===== src/rtl/core/assert_macros.svh =====
// Assertion macros used by the scheduler datapath.
`ifndef ASSERT_MACROS_SVH
`define ASSERT_MACROS_SVH
`ifndef SYNTH
`define ASSERT_CLK(lbl, clk, rst, prop) \
   lbl: assert property (@(posedge clk) disable iff (rst) prop) \
   else $error("scheduler assertion failed");
`define ASSERT_NEVER(lbl, clk, rst, cond) \
   lbl: assert property (@(posedge clk) disable iff (rst) !(cond)) \
   else $error("scheduler assertion failed");
`else
`define ASSERT_CLK(lbl, clk, rst, prop)
`define ASSERT_NEVER(lbl, clk, rst, cond)
`endif
`endif


===== src/rtl/core/cpjs_pkg.sv =====
// Types, constants and the control store of the prefill job scheduler.
package cpjs_pkg;

   localparam int MAX_JOBS_DEF = 16;
   localparam int CMD_W = 2;
   localparam int TOK_W = 20;
   localparam int IDX_IN_W = 4;
   localparam int CHUNK_W = 16;
   localparam int ACT_W = 5;
   localparam int ENTRY_W = 1 + 2 * TOK_W;
   localparam logic [CHUNK_W-1:0] DEFAULT_CHUNK = 16'd512;

   typedef enum logic [CMD_W-1:0] {
      CMD_SUBMIT = 2'd0,
      CMD_NEXT   = 2'd1,
      CMD_SCHED  = 2'd2,
      CMD_QUERY  = 2'd3
   } cmd_type;

   typedef enum logic [2:0] {
      STEP_IDLE  = 3'd0,
      STEP_SUB   = 3'd1,
      STEP_ERR   = 3'd2,
      STEP_EMPTY = 3'd3,
      STEP_RD    = 3'd4,
      STEP_CALC  = 3'd5,
      STEP_EMIT  = 3'd6
   } step_type;

   typedef enum logic [1:0] {
      OUT_SUBMIT = 2'd0,
      OUT_ERROR  = 2'd1,
      OUT_EMPTY  = 2'd2,
      OUT_JOB    = 2'd3
   } out_sel_type;

   typedef struct packed {
      logic        accept;
      logic        rd;
      logic        calc;
      logic        emit;
      logic        wr;
      logic        ret;
      logic        loop;
      out_sel_type out_sel;
      step_type    target;
   } ctrl_word_type;

   typedef struct packed {
      logic     req_valid;
      logic     out_free;
      logic     more;
      step_type entry_step;
   } dp_status_type;

   // Control store: one control word per step of the microprogram.
   function automatic ctrl_word_type ucode(input step_type step);
      ctrl_word_type cw;
      cw = '0;
      unique case (step)
         STEP_IDLE: begin
            cw.accept = 1'b1;
         end
         STEP_SUB: begin
            cw.emit = 1'b1;
            cw.wr = 1'b1;
            cw.ret = 1'b1;
            cw.out_sel = OUT_SUBMIT;
         end
         STEP_ERR: begin
            cw.emit = 1'b1;
            cw.ret = 1'b1;
            cw.out_sel = OUT_ERROR;
         end
         STEP_EMPTY: begin
            cw.emit = 1'b1;
            cw.ret = 1'b1;
            cw.out_sel = OUT_EMPTY;
         end
         STEP_RD: begin
            cw.rd = 1'b1;
         end
         STEP_CALC: begin
            cw.calc = 1'b1;
         end
         STEP_EMIT: begin
            cw.emit = 1'b1;
            cw.wr = 1'b1;
            cw.ret = 1'b1;
            cw.loop = 1'b1;
            cw.out_sel = OUT_JOB;
            cw.target = STEP_RD;
         end
         default: begin
            cw = '0;
         end
      endcase
      return cw;
   endfunction

endpackage


===== src/rtl/core/cpjs_req_if.sv =====
// Request channel interface of the scheduler.
interface cpjs_req_if;
   import cpjs_pkg::*;
   logic                valid;
   logic                ready;
   logic [CMD_W-1:0]    command;
   logic [TOK_W-1:0]    token_count;
   logic [IDX_IN_W-1:0] job_index;
   logic [TOK_W-1:0]    decode_budget;

   modport source (output valid, output command, output token_count, output job_index,
                   output decode_budget, input ready);
   modport sink (input valid, input command, input token_count, input job_index,
                 input decode_budget, output ready);
endinterface


===== src/rtl/core/cpjs_rsp_if.sv =====
// Response channel interface of the scheduler.
interface cpjs_rsp_if;
   import cpjs_pkg::*;
   logic                valid;
   logic                ready;
   logic                status;
   logic [IDX_IN_W-1:0] job_id;
   logic [CHUNK_W-1:0]  chunk_tokens;
   logic                done_flag;
   logic [TOK_W-1:0]    prefilled_tokens;
   logic [TOK_W-1:0]    job_total;
   logic [TOK_W-1:0]    decode_tokens;
   logic [ACT_W-1:0]    active_jobs;
   logic                last;

   modport source (output valid, output status, output job_id, output chunk_tokens,
                   output done_flag, output prefilled_tokens, output job_total,
                   output decode_tokens, output active_jobs, output last, input ready);
   modport sink (input valid, input status, input job_id, input chunk_tokens,
                 input done_flag, input prefilled_tokens, input job_total,
                 input decode_tokens, input active_jobs, input last, output ready);
endinterface


===== src/rtl/core/cpjs_ram.sv =====
// Generic single-write, single-read RAM with registered read data.
module cpjs_ram #(
   parameter int WIDTH = 8,
   parameter int DEPTH = 16,
   parameter int ADDR_W = (DEPTH > 1) ? $clog2(DEPTH) : 1
) (
   input  logic              clock,
   input  logic              wr_en,
   input  logic [ADDR_W-1:0] wr_addr,
   input  logic [WIDTH-1:0]  wr_data,
   input  logic              rd_en,
   input  logic [ADDR_W-1:0] rd_addr,
   output logic [WIDTH-1:0]  rd_data
);
   logic [WIDTH-1:0] mem_ff [DEPTH];
   logic [WIDTH-1:0] rd_data_ff;

   always_ff @(posedge clock) begin
      if (wr_en) begin
         mem_ff[wr_addr] <= wr_data;
      end
      if (rd_en) begin
         rd_data_ff <= mem_ff[rd_addr];
      end
   end

   assign rd_data = rd_data_ff;
endmodule


===== src/rtl/core/cpjs_sequencer.sv =====
// Microprogram step counter: fetches control words and takes the jumps.
module cpjs_sequencer (
   input  logic                    clock,
   input  logic                    reset,
   input  cpjs_pkg::dp_status_type status,
   output cpjs_pkg::ctrl_word_type ctrl
);
   import cpjs_pkg::*;

   step_type step_ff;
   step_type step_in;

   assign ctrl = ucode(step_ff);

   always_comb begin
      step_in = step_ff;
      priority if (ctrl.accept) begin
         if (status.req_valid) begin
            step_in = status.entry_step;
         end
      end else if (ctrl.emit) begin
         // An emit step holds until the output register can take the result.
         if (status.out_free) begin
            priority if (ctrl.loop && status.more) begin
               step_in = ctrl.target;
            end else if (ctrl.ret) begin
               step_in = STEP_IDLE;
            end else begin
               step_in = step_type'(step_ff + 3'd1);
            end
         end
      end else begin
         step_in = step_type'(step_ff + 3'd1);
      end
   end

   always_ff @(posedge clock) begin
      if (reset) begin
         step_ff <= STEP_IDLE;
      end else begin
         step_ff <= step_in;
      end
   end
endmodule


===== src/rtl/core/cpjs_datapath.sv =====
// Job table datapath: request latch, chunk arithmetic, counters and output register.
`include "assert_macros.svh"
module cpjs_datapath #(
   parameter int MAX_JOBS = cpjs_pkg::MAX_JOBS_DEF
) (
   input  logic                         clock,
   input  logic                         reset,
   input  logic                         csr_write_en,
   input  logic [cpjs_pkg::CHUNK_W-1:0] csr_write_data,
   input  cpjs_pkg::ctrl_word_type      ctrl,
   output cpjs_pkg::dp_status_type      status,
   cpjs_req_if.sink                     req,
   cpjs_rsp_if.source                   rsp
);
   import cpjs_pkg::*;

   localparam int IDX_W = (MAX_JOBS > 1) ? $clog2(MAX_JOBS) : 1;
   localparam int CNT_W = $clog2(MAX_JOBS + 1);
   localparam int XW = (CNT_W > IDX_IN_W) ? CNT_W : IDX_IN_W;
   localparam int AW = (CNT_W > ACT_W) ? CNT_W : ACT_W;
   localparam int SUM_W = CHUNK_W + CNT_W;
   localparam int DW = (SUM_W > TOK_W) ? SUM_W : TOK_W;

   // Latched request.
   cmd_type            cmd_ff;
   logic [TOK_W-1:0]   tok_ff;
   logic [TOK_W-1:0]   bud_ff;
   logic [IDX_IN_W-1:0] idx_ff;
   logic [IDX_W-1:0]   addr_ff, addr_in;
   logic [CNT_W-1:0]   job_count_ff, job_count_in;
   logic [CHUNK_W-1:0] chunk_limit_ff;

   // Working copy of one table entry.
   logic [TOK_W-1:0]   tot_ff, prog_ff;
   logic               fin_ff;
   logic [CHUNK_W-1:0] chunk_ff;
   logic [SUM_W-1:0]   sum_ff;
   logic [CNT_W-1:0]   act_ff;

   // Output register.
   logic               rsp_valid_ff, rsp_valid_in;
   logic               status_ff;
   logic [IDX_IN_W-1:0] job_id_ff;
   logic [CHUNK_W-1:0] chunk_tokens_ff;
   logic               done_flag_ff;
   logic [TOK_W-1:0]   prefilled_ff, job_total_ff, decode_ff;
   logic [ACT_W-1:0]   active_ff;
   logic               last_ff;

   logic               accept, out_free, fire, more, sub_ok, bad_idx, advance;
   logic [XW-1:0]      idx_x, count_x, addr_x;
   logic [AW-1:0]      act_x;
   logic [DW-1:0]      sum_x, bud_x;
   logic [TOK_W-1:0]   dec_tokens;
   logic [CNT_W:0]     addr_next;
   step_type           entry_step;

   logic               ram_wr_en;
   logic [IDX_W-1:0]   ram_wr_addr;
   logic [ENTRY_W-1:0] ram_wr_data, ram_rd_data;
   logic [TOK_W-1:0]   q_tot, q_prog, rem;
   logic               q_fin, rem_le_lim;
   logic [CHUNK_W-1:0] lim, ch;

   cpjs_ram #(
      .WIDTH (ENTRY_W),
      .DEPTH (MAX_JOBS),
      .ADDR_W(IDX_W)
   ) u_table (
      .clock  (clock),
      .wr_en  (ram_wr_en),
      .wr_addr(ram_wr_addr),
      .wr_data(ram_wr_data),
      .rd_en  (ctrl.rd),
      .rd_addr(addr_ff),
      .rd_data(ram_rd_data)
   );

   assign req.ready = ctrl.accept;
   assign accept = req.valid && ctrl.accept;
   assign out_free = !rsp_valid_ff || rsp.ready;
   assign fire = ctrl.emit && out_free;

   assign idx_x = XW'(req.job_index);
   assign count_x = XW'(job_count_ff);
   assign addr_x = XW'(addr_ff);
   assign act_x = AW'(act_ff);
   assign bad_idx = idx_x >= count_x;
   assign sub_ok = (tok_ff != '0) && (job_count_ff < CNT_W'(MAX_JOBS));
   assign addr_next = (CNT_W + 1)'(addr_ff) + (CNT_W + 1)'(1);
   assign more = (cmd_ff == CMD_SCHED) && (addr_next < (CNT_W + 1)'(job_count_ff));

   always_comb begin
      unique case (cmd_type'(req.command))
         CMD_SUBMIT: entry_step = STEP_SUB;
         CMD_SCHED:  entry_step = (job_count_ff == '0) ? STEP_EMPTY : STEP_RD;
         CMD_NEXT,
         CMD_QUERY:  entry_step = bad_idx ? STEP_ERR : STEP_RD;
         default:    entry_step = STEP_ERR;
      endcase
   end

   assign status.req_valid = req.valid;
   assign status.out_free = out_free;
   assign status.more = more;
   assign status.entry_step = entry_step;

   // Chunk arithmetic on the entry just read. The remaining count fits the
   // limit exactly when this chunk finishes the job.
   assign {q_fin, q_prog, q_tot} = ram_rd_data;
   assign lim = (chunk_limit_ff == '0) ? DEFAULT_CHUNK : chunk_limit_ff;
   assign rem = q_tot - q_prog;
   assign rem_le_lim = rem <= TOK_W'(lim);
   assign ch = rem_le_lim ? rem[CHUNK_W-1:0] : lim;
   assign advance = (cmd_ff != CMD_QUERY);

   assign sum_x = DW'(sum_ff);
   assign bud_x = DW'(bud_ff);
   always_comb begin
      dec_tokens = '0;
      if (sum_x < bud_x) begin
         dec_tokens = TOK_W'(bud_x - sum_x);
      end
   end

   assign ram_wr_en = fire && ctrl.wr && ((ctrl.out_sel != OUT_SUBMIT) || sub_ok);
   assign ram_wr_addr = (ctrl.out_sel == OUT_SUBMIT) ? job_count_ff[IDX_W-1:0] : addr_ff;
   assign ram_wr_data = (ctrl.out_sel == OUT_SUBMIT) ? {1'b0, {TOK_W{1'b0}}, tok_ff}
                                                     : {fin_ff, prog_ff, tot_ff};

   always_comb begin
      addr_in = addr_ff;
      if (accept) begin
         addr_in = (cmd_type'(req.command) == CMD_SCHED) ? '0 : idx_x[IDX_W-1:0];
      end else if (fire && ctrl.loop && more) begin
         addr_in = addr_next[IDX_W-1:0];
      end
   end

   always_comb begin
      job_count_in = job_count_ff;
      if (fire && (ctrl.out_sel == OUT_SUBMIT) && sub_ok) begin
         job_count_in = job_count_ff + CNT_W'(1);
      end
   end

   always_comb begin
      rsp_valid_in = rsp_valid_ff;
      if (fire) begin
         rsp_valid_in = 1'b1;
      end else if (rsp.ready) begin
         rsp_valid_in = 1'b0;
      end
   end

   always_ff @(posedge clock) begin
      if (reset) begin
         job_count_ff <= '0;
         chunk_limit_ff <= DEFAULT_CHUNK;
         rsp_valid_ff <= 1'b0;
         cmd_ff <= CMD_SUBMIT;
      end else begin
         job_count_ff <= job_count_in;
         rsp_valid_ff <= rsp_valid_in;
         if (csr_write_en) begin
            chunk_limit_ff <= csr_write_data;
         end
         if (accept) begin
            cmd_ff <= cmd_type'(req.command);
         end
      end
   end

   always_ff @(posedge clock) begin
      addr_ff <= addr_in;
      if (accept) begin
         tok_ff <= req.token_count;
         bud_ff <= req.decode_budget;
         idx_ff <= req.job_index;
         sum_ff <= '0;
         act_ff <= '0;
      end
      if (ctrl.calc) begin
         tot_ff <= q_tot;
         prog_ff <= q_prog;
         fin_ff <= q_fin;
         chunk_ff <= '0;
         if (advance && !q_fin) begin
            if (q_prog >= q_tot) begin
               fin_ff <= 1'b1;
            end else begin
               prog_ff <= q_prog + TOK_W'(ch);
               fin_ff <= rem_le_lim;
               chunk_ff <= ch;
               sum_ff <= sum_ff + SUM_W'(ch);
               act_ff <= act_ff + CNT_W'(1);
            end
         end
      end
      if (fire) begin
         status_ff <= 1'b0;
         job_id_ff <= '0;
         chunk_tokens_ff <= '0;
         done_flag_ff <= 1'b0;
         prefilled_ff <= '0;
         job_total_ff <= '0;
         decode_ff <= '0;
         active_ff <= '0;
         last_ff <= 1'b1;
         unique case (ctrl.out_sel)
            OUT_SUBMIT: begin
               if (sub_ok) begin
                  job_id_ff <= count_x[IDX_IN_W-1:0];
                  job_total_ff <= tok_ff;
               end else begin
                  status_ff <= 1'b1;
               end
            end
            OUT_ERROR: begin
               status_ff <= 1'b1;
               job_id_ff <= idx_ff;
               done_flag_ff <= 1'b1;
            end
            OUT_EMPTY: begin
               decode_ff <= bud_ff;
            end
            OUT_JOB: begin
               job_id_ff <= addr_x[IDX_IN_W-1:0];
               chunk_tokens_ff <= chunk_ff;
               done_flag_ff <= fin_ff;
               prefilled_ff <= prog_ff;
               job_total_ff <= tot_ff;
               // Only the final result of a schedule step carries the totals.
               if (!more) begin
                  decode_ff <= (cmd_ff == CMD_SCHED) ? dec_tokens : '0;
                  active_ff <= (cmd_ff == CMD_SCHED) ? act_x[ACT_W-1:0] : '0;
               end else begin
                  last_ff <= 1'b0;
               end
            end
            default: begin
               status_ff <= 1'b1;
            end
         endcase
      end
   end

   assign rsp.valid = rsp_valid_ff;
   assign rsp.status = status_ff;
   assign rsp.job_id = job_id_ff;
   assign rsp.chunk_tokens = chunk_tokens_ff;
   assign rsp.done_flag = done_flag_ff;
   assign rsp.prefilled_tokens = prefilled_ff;
   assign rsp.job_total = job_total_ff;
   assign rsp.decode_tokens = decode_ff;
   assign rsp.active_jobs = active_ff;
   assign rsp.last = last_ff;

   `ASSERT_NEVER(a_count_bound, clock, reset, job_count_ff > CNT_W'(MAX_JOBS))
   `ASSERT_CLK(a_read_in_range, clock, reset, ctrl.calc |-> (CNT_W'(addr_ff) < job_count_ff))
   `ASSERT_CLK(a_count_grows, clock, reset, !$past(reset) |-> (job_count_ff >= $past(job_count_ff)))
endmodule


===== src/rtl/core/chunked_prefill_job_scheduler.sv =====
// Top level of the chunked prefill job scheduler.
//
//   channel   direction  handshake            contents
//   req_chan  in         valid/ready          command, token_count, job_index, decode_budget
//   rsp_chan  out        valid/ready          one result per transaction, last marks the end
//   csr_*     in         write enable, data   chunk_limit
//
// Submit and rejected commands go from idle straight to their emit step; next chunk and
// query read the entry, compute the chunk and emit. A schedule step with an empty table
// gives a single result; otherwise each job is read from the table, advanced and written
// back with its result, one table port access at a time.
// Reset is synchronous and empties the job table by clearing the job count.
// A stalled response holds the microprogram at its emit step; no request is taken meanwhile.
module chunked_prefill_job_scheduler #(
   parameter int MAX_JOBS = cpjs_pkg::MAX_JOBS_DEF
) (
   input  logic                         clock,
   input  logic                         reset,
   input  logic                         csr_write_en,
   input  logic [cpjs_pkg::CHUNK_W-1:0] csr_write_data,
   cpjs_req_if.sink                     req_chan,
   cpjs_rsp_if.source                   rsp_chan
);
   import cpjs_pkg::*;

   ctrl_word_type ctrl;
   dp_status_type status;

   cpjs_sequencer u_sequencer (
      .clock (clock),
      .reset (reset),
      .status(status),
      .ctrl  (ctrl)
   );

   cpjs_datapath #(
      .MAX_JOBS(MAX_JOBS)
   ) u_datapath (
      .clock         (clock),
      .reset         (reset),
      .csr_write_en  (csr_write_en),
      .csr_write_data(csr_write_data),
      .ctrl          (ctrl),
      .status        (status),
      .req           (req_chan),
      .rsp           (rsp_chan)
   );
endmodule


===== src/flat_wrapper.sv =====
// flat-port wrapper written by rule: the top's interface ports become plain ports
module chunked_prefill_job_scheduler_flat import cpjs_pkg::*;
#(
   parameter int MAX_JOBS = cpjs_pkg::MAX_JOBS_DEF
)
  (clock, reset, csr_write_en, csr_write_data, req_chan_valid, req_chan_command, req_chan_token_count, req_chan_job_index, req_chan_decode_budget, req_chan_ready, rsp_chan_valid, rsp_chan_status, rsp_chan_job_id, rsp_chan_chunk_tokens, rsp_chan_done_flag, rsp_chan_prefilled_tokens, rsp_chan_job_total, rsp_chan_decode_tokens, rsp_chan_active_jobs, rsp_chan_last, rsp_chan_ready);
  cpjs_req_if req_chan_i ();
  cpjs_rsp_if rsp_chan_i ();
  input  logic clock;
  input  logic reset;
  input  logic csr_write_en;
  input  logic [cpjs_pkg::CHUNK_W-1:0] csr_write_data;
  input wire logic [$bits(req_chan_i.valid)-1:0] req_chan_valid;
  input wire logic [$bits(req_chan_i.command)-1:0] req_chan_command;
  input wire logic [$bits(req_chan_i.token_count)-1:0] req_chan_token_count;
  input wire logic [$bits(req_chan_i.job_index)-1:0] req_chan_job_index;
  input wire logic [$bits(req_chan_i.decode_budget)-1:0] req_chan_decode_budget;
  output wire logic [$bits(req_chan_i.ready)-1:0] req_chan_ready;
  output wire logic [$bits(rsp_chan_i.valid)-1:0] rsp_chan_valid;
  output wire logic [$bits(rsp_chan_i.status)-1:0] rsp_chan_status;
  output wire logic [$bits(rsp_chan_i.job_id)-1:0] rsp_chan_job_id;
  output wire logic [$bits(rsp_chan_i.chunk_tokens)-1:0] rsp_chan_chunk_tokens;
  output wire logic [$bits(rsp_chan_i.done_flag)-1:0] rsp_chan_done_flag;
  output wire logic [$bits(rsp_chan_i.prefilled_tokens)-1:0] rsp_chan_prefilled_tokens;
  output wire logic [$bits(rsp_chan_i.job_total)-1:0] rsp_chan_job_total;
  output wire logic [$bits(rsp_chan_i.decode_tokens)-1:0] rsp_chan_decode_tokens;
  output wire logic [$bits(rsp_chan_i.active_jobs)-1:0] rsp_chan_active_jobs;
  output wire logic [$bits(rsp_chan_i.last)-1:0] rsp_chan_last;
  input wire logic [$bits(rsp_chan_i.ready)-1:0] rsp_chan_ready;
  assign req_chan_i.valid = req_chan_valid;
  assign req_chan_i.command = req_chan_command;
  assign req_chan_i.token_count = req_chan_token_count;
  assign req_chan_i.job_index = req_chan_job_index;
  assign req_chan_i.decode_budget = req_chan_decode_budget;
  assign req_chan_ready = req_chan_i.ready;
  assign rsp_chan_valid = rsp_chan_i.valid;
  assign rsp_chan_status = rsp_chan_i.status;
  assign rsp_chan_job_id = rsp_chan_i.job_id;
  assign rsp_chan_chunk_tokens = rsp_chan_i.chunk_tokens;
  assign rsp_chan_done_flag = rsp_chan_i.done_flag;
  assign rsp_chan_prefilled_tokens = rsp_chan_i.prefilled_tokens;
  assign rsp_chan_job_total = rsp_chan_i.job_total;
  assign rsp_chan_decode_tokens = rsp_chan_i.decode_tokens;
  assign rsp_chan_active_jobs = rsp_chan_i.active_jobs;
  assign rsp_chan_last = rsp_chan_i.last;
  assign rsp_chan_i.ready = rsp_chan_ready;
  chunked_prefill_job_scheduler #(.MAX_JOBS(MAX_JOBS)) u_core (.clock(clock), .reset(reset), .csr_write_en(csr_write_en), .csr_write_data(csr_write_data), .req_chan(req_chan_i), .rsp_chan(rsp_chan_i));
endmodule

===== config.mk =====
export PLATFORM = sky130hd
export DESIGN_NAME = chunked_prefill_job_scheduler_flat
export DESIGN_NICKNAME = d
export VERILOG_FILES = /design/src/rtl/core/cpjs_pkg.sv /design/src/rtl/core/cpjs_req_if.sv /design/src/rtl/core/cpjs_rsp_if.sv /design/src/rtl/core/cpjs_ram.sv /design/src/rtl/core/cpjs_sequencer.sv /design/src/rtl/core/cpjs_datapath.sv /design/src/rtl/core/chunked_prefill_job_scheduler.sv /design/src/flat_wrapper.sv
export VERILOG_INCLUDE_DIRS = /design/src /design/src/rtl/core
export SDC_FILE = /design/constraint.sdc
export NUM_CORES = 1
export LEC_CHECK = 0
export BUFFER_PORTS_ARGS = -buffer_cell sky130_fd_sc_hd__buf_2
export CORE_AREA = 2 2 315 286
export CTS_CLUSTER_SIZE = 25
export DETAILED_ROUTE_END_ITERATION = 7
export DIE_AREA = 0 0 317 288
export GPL_ROUTABILITY_DRIVEN = 0
export GPL_TIMING_DRIVEN = 0
export MAX_ROUTING_LAYER = met4
export PLACE_DENSITY = 0.74
export SLEW_MARGIN = 20
export SYNTH_ARGS = -nofsm -noshare
export SYNTH_HDL_FRONTEND = slang
export SYNTH_SLANG_ARGS = --single-unit
export TNS_END_PERCENT = 20

===== constraint.sdc =====
create_clock -name clock -period 17 [get_ports clock]
set_clock_uncertainty 0.2 [all_clocks]
set_input_delay 5.1 -clock clock [delete_from_list [all_inputs] [get_ports clock]]
set_output_delay 5.1 -clock clock [all_outputs]
set_load 0.01 [all_outputs]

==> reports/summary.txt <==
Worst-Skew Late Latency -> 0.68 ns
WL final -> 111,000 um
VDD IR max -> 0.103 mV
Mux cell area share after synthesis -> 12.0%
DP Area -> 43,700 um2
Met1 wire length -> 41,900 um
Io pins -> 157
TritonCTS clock tree -> done
P_leak -> 16.1 nW
Worst Path Required -> 17.17 ns
Worst Slack Setup Final -> 8.90 ns
GRT Overall Usage -> 25.1%
Largest cells by area after synthesis -> edfxtp_1, mux4_2, ha_1
Post-synthesis xor/xnor area fraction -> 1.43%
Tmin final -> 8.10 ns
Clk sink count -> 943
DR pass1 iterations -> 6
Largest net degree at the start of global routing -> 54
CP endpoint kind -> flip-flop
Met3 wire len -> 11,400 um
Via count -> 24,100
Die height -> 288 um
Final setup viols -> 0
First-pass GRT wire length -> 161,000 um
HPWL Detailed -> 74,700 um
Hold Buf Count CTS -> 0
Clock slew at reported path FFs -> 0.06 ns
Area share of the largest cell type after synthesis -> 66.3%
Seq/Total Area, Yosys -> 69.0%
Synth Area in Adders -> 4.02%
Placement Setup Slack -> 8.12 ns
Worst slew margin -> 20.2%
Post-route cell area -> 46,700 um2
RSZ-0062 raised after global routing -> no
Vias in the first global route -> 23,900
Worst-margin pin slew -> 1.20 ns
Wire length per cell -> 28.2 um
Max Cap Violations -> 0
Htree depth -> 3
Filler cells -> 6,701
Die footprint -> 91,300 um2
Routed vias/inst -> 6.13
WHS -> 0.284 ns
Layout area overhead -> 16.0%
FMAX -> 123 MHz
Warnings, synthesis -> 0
Cts bufs inserted -> 93
Root buf cell -> clkbuf_16
Avg Cell Area, Syn -> 16.8 um2
Top cells by count, synth -> edfxtp_1, mux4_2, nand2_1
Syn_nets -> 2,593
Top Layer Used -> met4
Deepest clock path buffer count -> 3
Setup Buffers After CTS -> 0
Post-synthesis cell count -> 2,399
Synth area leader -> edfxtp_1
Ys flop type -> edfxtp_1
Post-cts sizing count -> 0
Largest family of logic cells by synthesized area -> multiplexers
Iteration-0 DRC count of the detailed router -> 3,422
Register bit total from synthesis -> 943
Hold Violations, Final -> 0
Pwr Density -> 160 nW/um2
Crit path kind -> in -> reg
Util after Layout -> 52.9%
Period utilisation layout -> 47.7%
Synth Area in Simple Gates -> 5.68%
Pins over their slew limit -> 0
Worst hold path class -> reg -> reg
Asr flop ratio synth -> 0%
Global route total overflow -> 0
Layout Nets -> 2,886
DIE WIDTH -> 317 um
Port buffer count -> 154
Complex-gate fraction of the synthesized area -> 5.87%
Initial antenna violation count -> 7
Synthesized area -> 40,300 um2
Layout cells sized above 1 -> 21.7%
Status -> complete, no violations
CP arrival -> 8.27 ns
Multi-input gate area -> 11,800 um2
Maximum fanout along the worst path -> 24
Initial Utilization -> 45.6%
Count leader, synth -> edfxtp_1
Startpoint types -> input port
DRC errors left -> 0
Met2 wire len -> 52,300 um
Number of flops mapped to enable cells by yosys -> 890
Core region area -> 88,400 um2
Synth cell types -> 78
Cell row count -> 104
Final ANT Viol Nets -> 0
Sequential Area -> 27,800 um2
## worst max-delay path: stages
cell and delay [ns]:
buf_2 0.07, nand2b_1 0.17, nor2b_4 0.68, buf_12 0.27, nand2_1 0.07, a21oi_1 0.29, nand2_1 0.35, nor2_4 0.73
buf_12 0.29, buf_16 0.19
## stage by stage
stage | power, mW | instances | TNS [ns]
finish | 7.48 | 3939 | 0
global route | 7.75 | 3939 | 0
CTS | 7.47 | 3934 | 0
detailed placement | 5.46 | 3763 | 0
global placement | 5.34 | 3719 | -135.58
floorplan | 4.65 | 2399 | 0
## power by group
part | total [mW] | switching (mW) | leakage (nW) | internal, mW
sequential | 3.17 | 0.134 | 8.62 | 3.03
combinational | 2.30 | 1.42 | 6.10 | 0.883
clock | 2.01 | 0.900 | 1.42 | 1.11
## routing by layer
layer | vias to the layer above | global-route usage (%)
met4 | 0 | 11.6
met1 | 12100 | 32.4
met3 | 334 | 4.76
met5 | - | -
li1 | 10000 | -
met2 | 1644 | 38.8
## area by class of cell
class	instances	area share [%]
tap	1166	3.12
multi-input combinational	1245	25.3
timing repair buffer	198	3.99
sequential	943	59.5
inverter	112	0.905
clock buffer	119	5.19
clock inverter	52	1.10
antenna	5	0.0268
buffer	99	0.884
## cells by family after synthesis
| logic type | after synthesis |
|---|---|
| flops | 943 |
| simple gates | 476 |
| compound gates | 351 |
| mux | 226 |
| buf+inv | 211 |
| fa+ha+maj | 127 |
| xor+xnor | 65 |
## path summary, 6_finish.rpt
check / cells past startpoint / to / slack, ns / start
hold / removal: 2 / u_core.u_datapath.cmd_ff[0] / 0.28 / u_core.u_datapath.cmd_ff[0]
setup reg to reg: 26 / u_core.u_datapath.prog_ff[18] / 9.43 / u_core.u_datapath.u_table.rd_data[3]
setup / recovery: 10 / u_core.u_datapath.u_table.mem_ff[13][25] / 8.90 / rsp_chan_ready
hold reg to reg: 2 / u_core.u_datapath.cmd_ff[0] / 0.28 / u_core.u_datapath.cmd_ff[0]
## cell usage in the layout, fill, tap and decap left out, types with 20 or more instances in the layout
| cell type | Yosys | layout |
|---|---|---|
| a22oi_1 | 20 | 20 |
| nor2_1 | 113 | 97 |
| mux4_2 | 205 | 205 |
| and2_1 | 64 | 62 |
| ha_1 | 123 | 123 |
| nor3_1 | 22 | 22 |
| inv_1 | 111 | 111 |
| clkbuf_1 | 72 | 92 |
| xnor2_1 | 45 | 45 |
| clkbuf_16 | 0 | 93 |
| dfxtp_1 | 53 | 53 |
| o21ai_0 | 69 | 66 |
| buf_16 | 0 | 29 |
| edfxtp_1 | 890 | 890 |
| a21o_1 | 30 | 30 |
| nand3_1 | 53 | 53 |
| buf_2 | 5 | 164 |
| nand2_1 | 138 | 138 |
| a21oi_1 | 90 | 90 |
## state kept, by name, summed over array words and instances (netlist names), 5 cells and up
| signal | cells |
|---|---|
| u_core.u_datapath.bud_ff | 20 |
| u_core.u_datapath.act_ff | 5 |
| u_core.u_datapath.rsp.job_total | 20 |
| u_core.u_datapath.u_table.mem_ff | 656 |
| u_core.u_datapath.prog_ff | 20 |
| u_core.u_datapath.tok_ff | 20 |
| u_core.u_datapath.u_table.rd_data | 41 |
| u_core.u_datapath.sum_ff | 21 |
| u_core.u_datapath.chunk_limit_ff | 16 |
| u_core.u_datapath.chunk_ff | 16 |
| u_core.u_datapath.rsp.decode_tokens | 20 |
| u_core.u_datapath.count_x | 5 |
| u_core.u_datapath.rsp.chunk_tokens | 16 |
| u_core.u_datapath.rsp.prefilled_tokens | 20 |
| u_core.u_datapath.rsp.active_jobs | 5 |
| u_core.u_datapath.tot_ff | 20 |
Note: power is estimated with default switching activity, not from simulation.
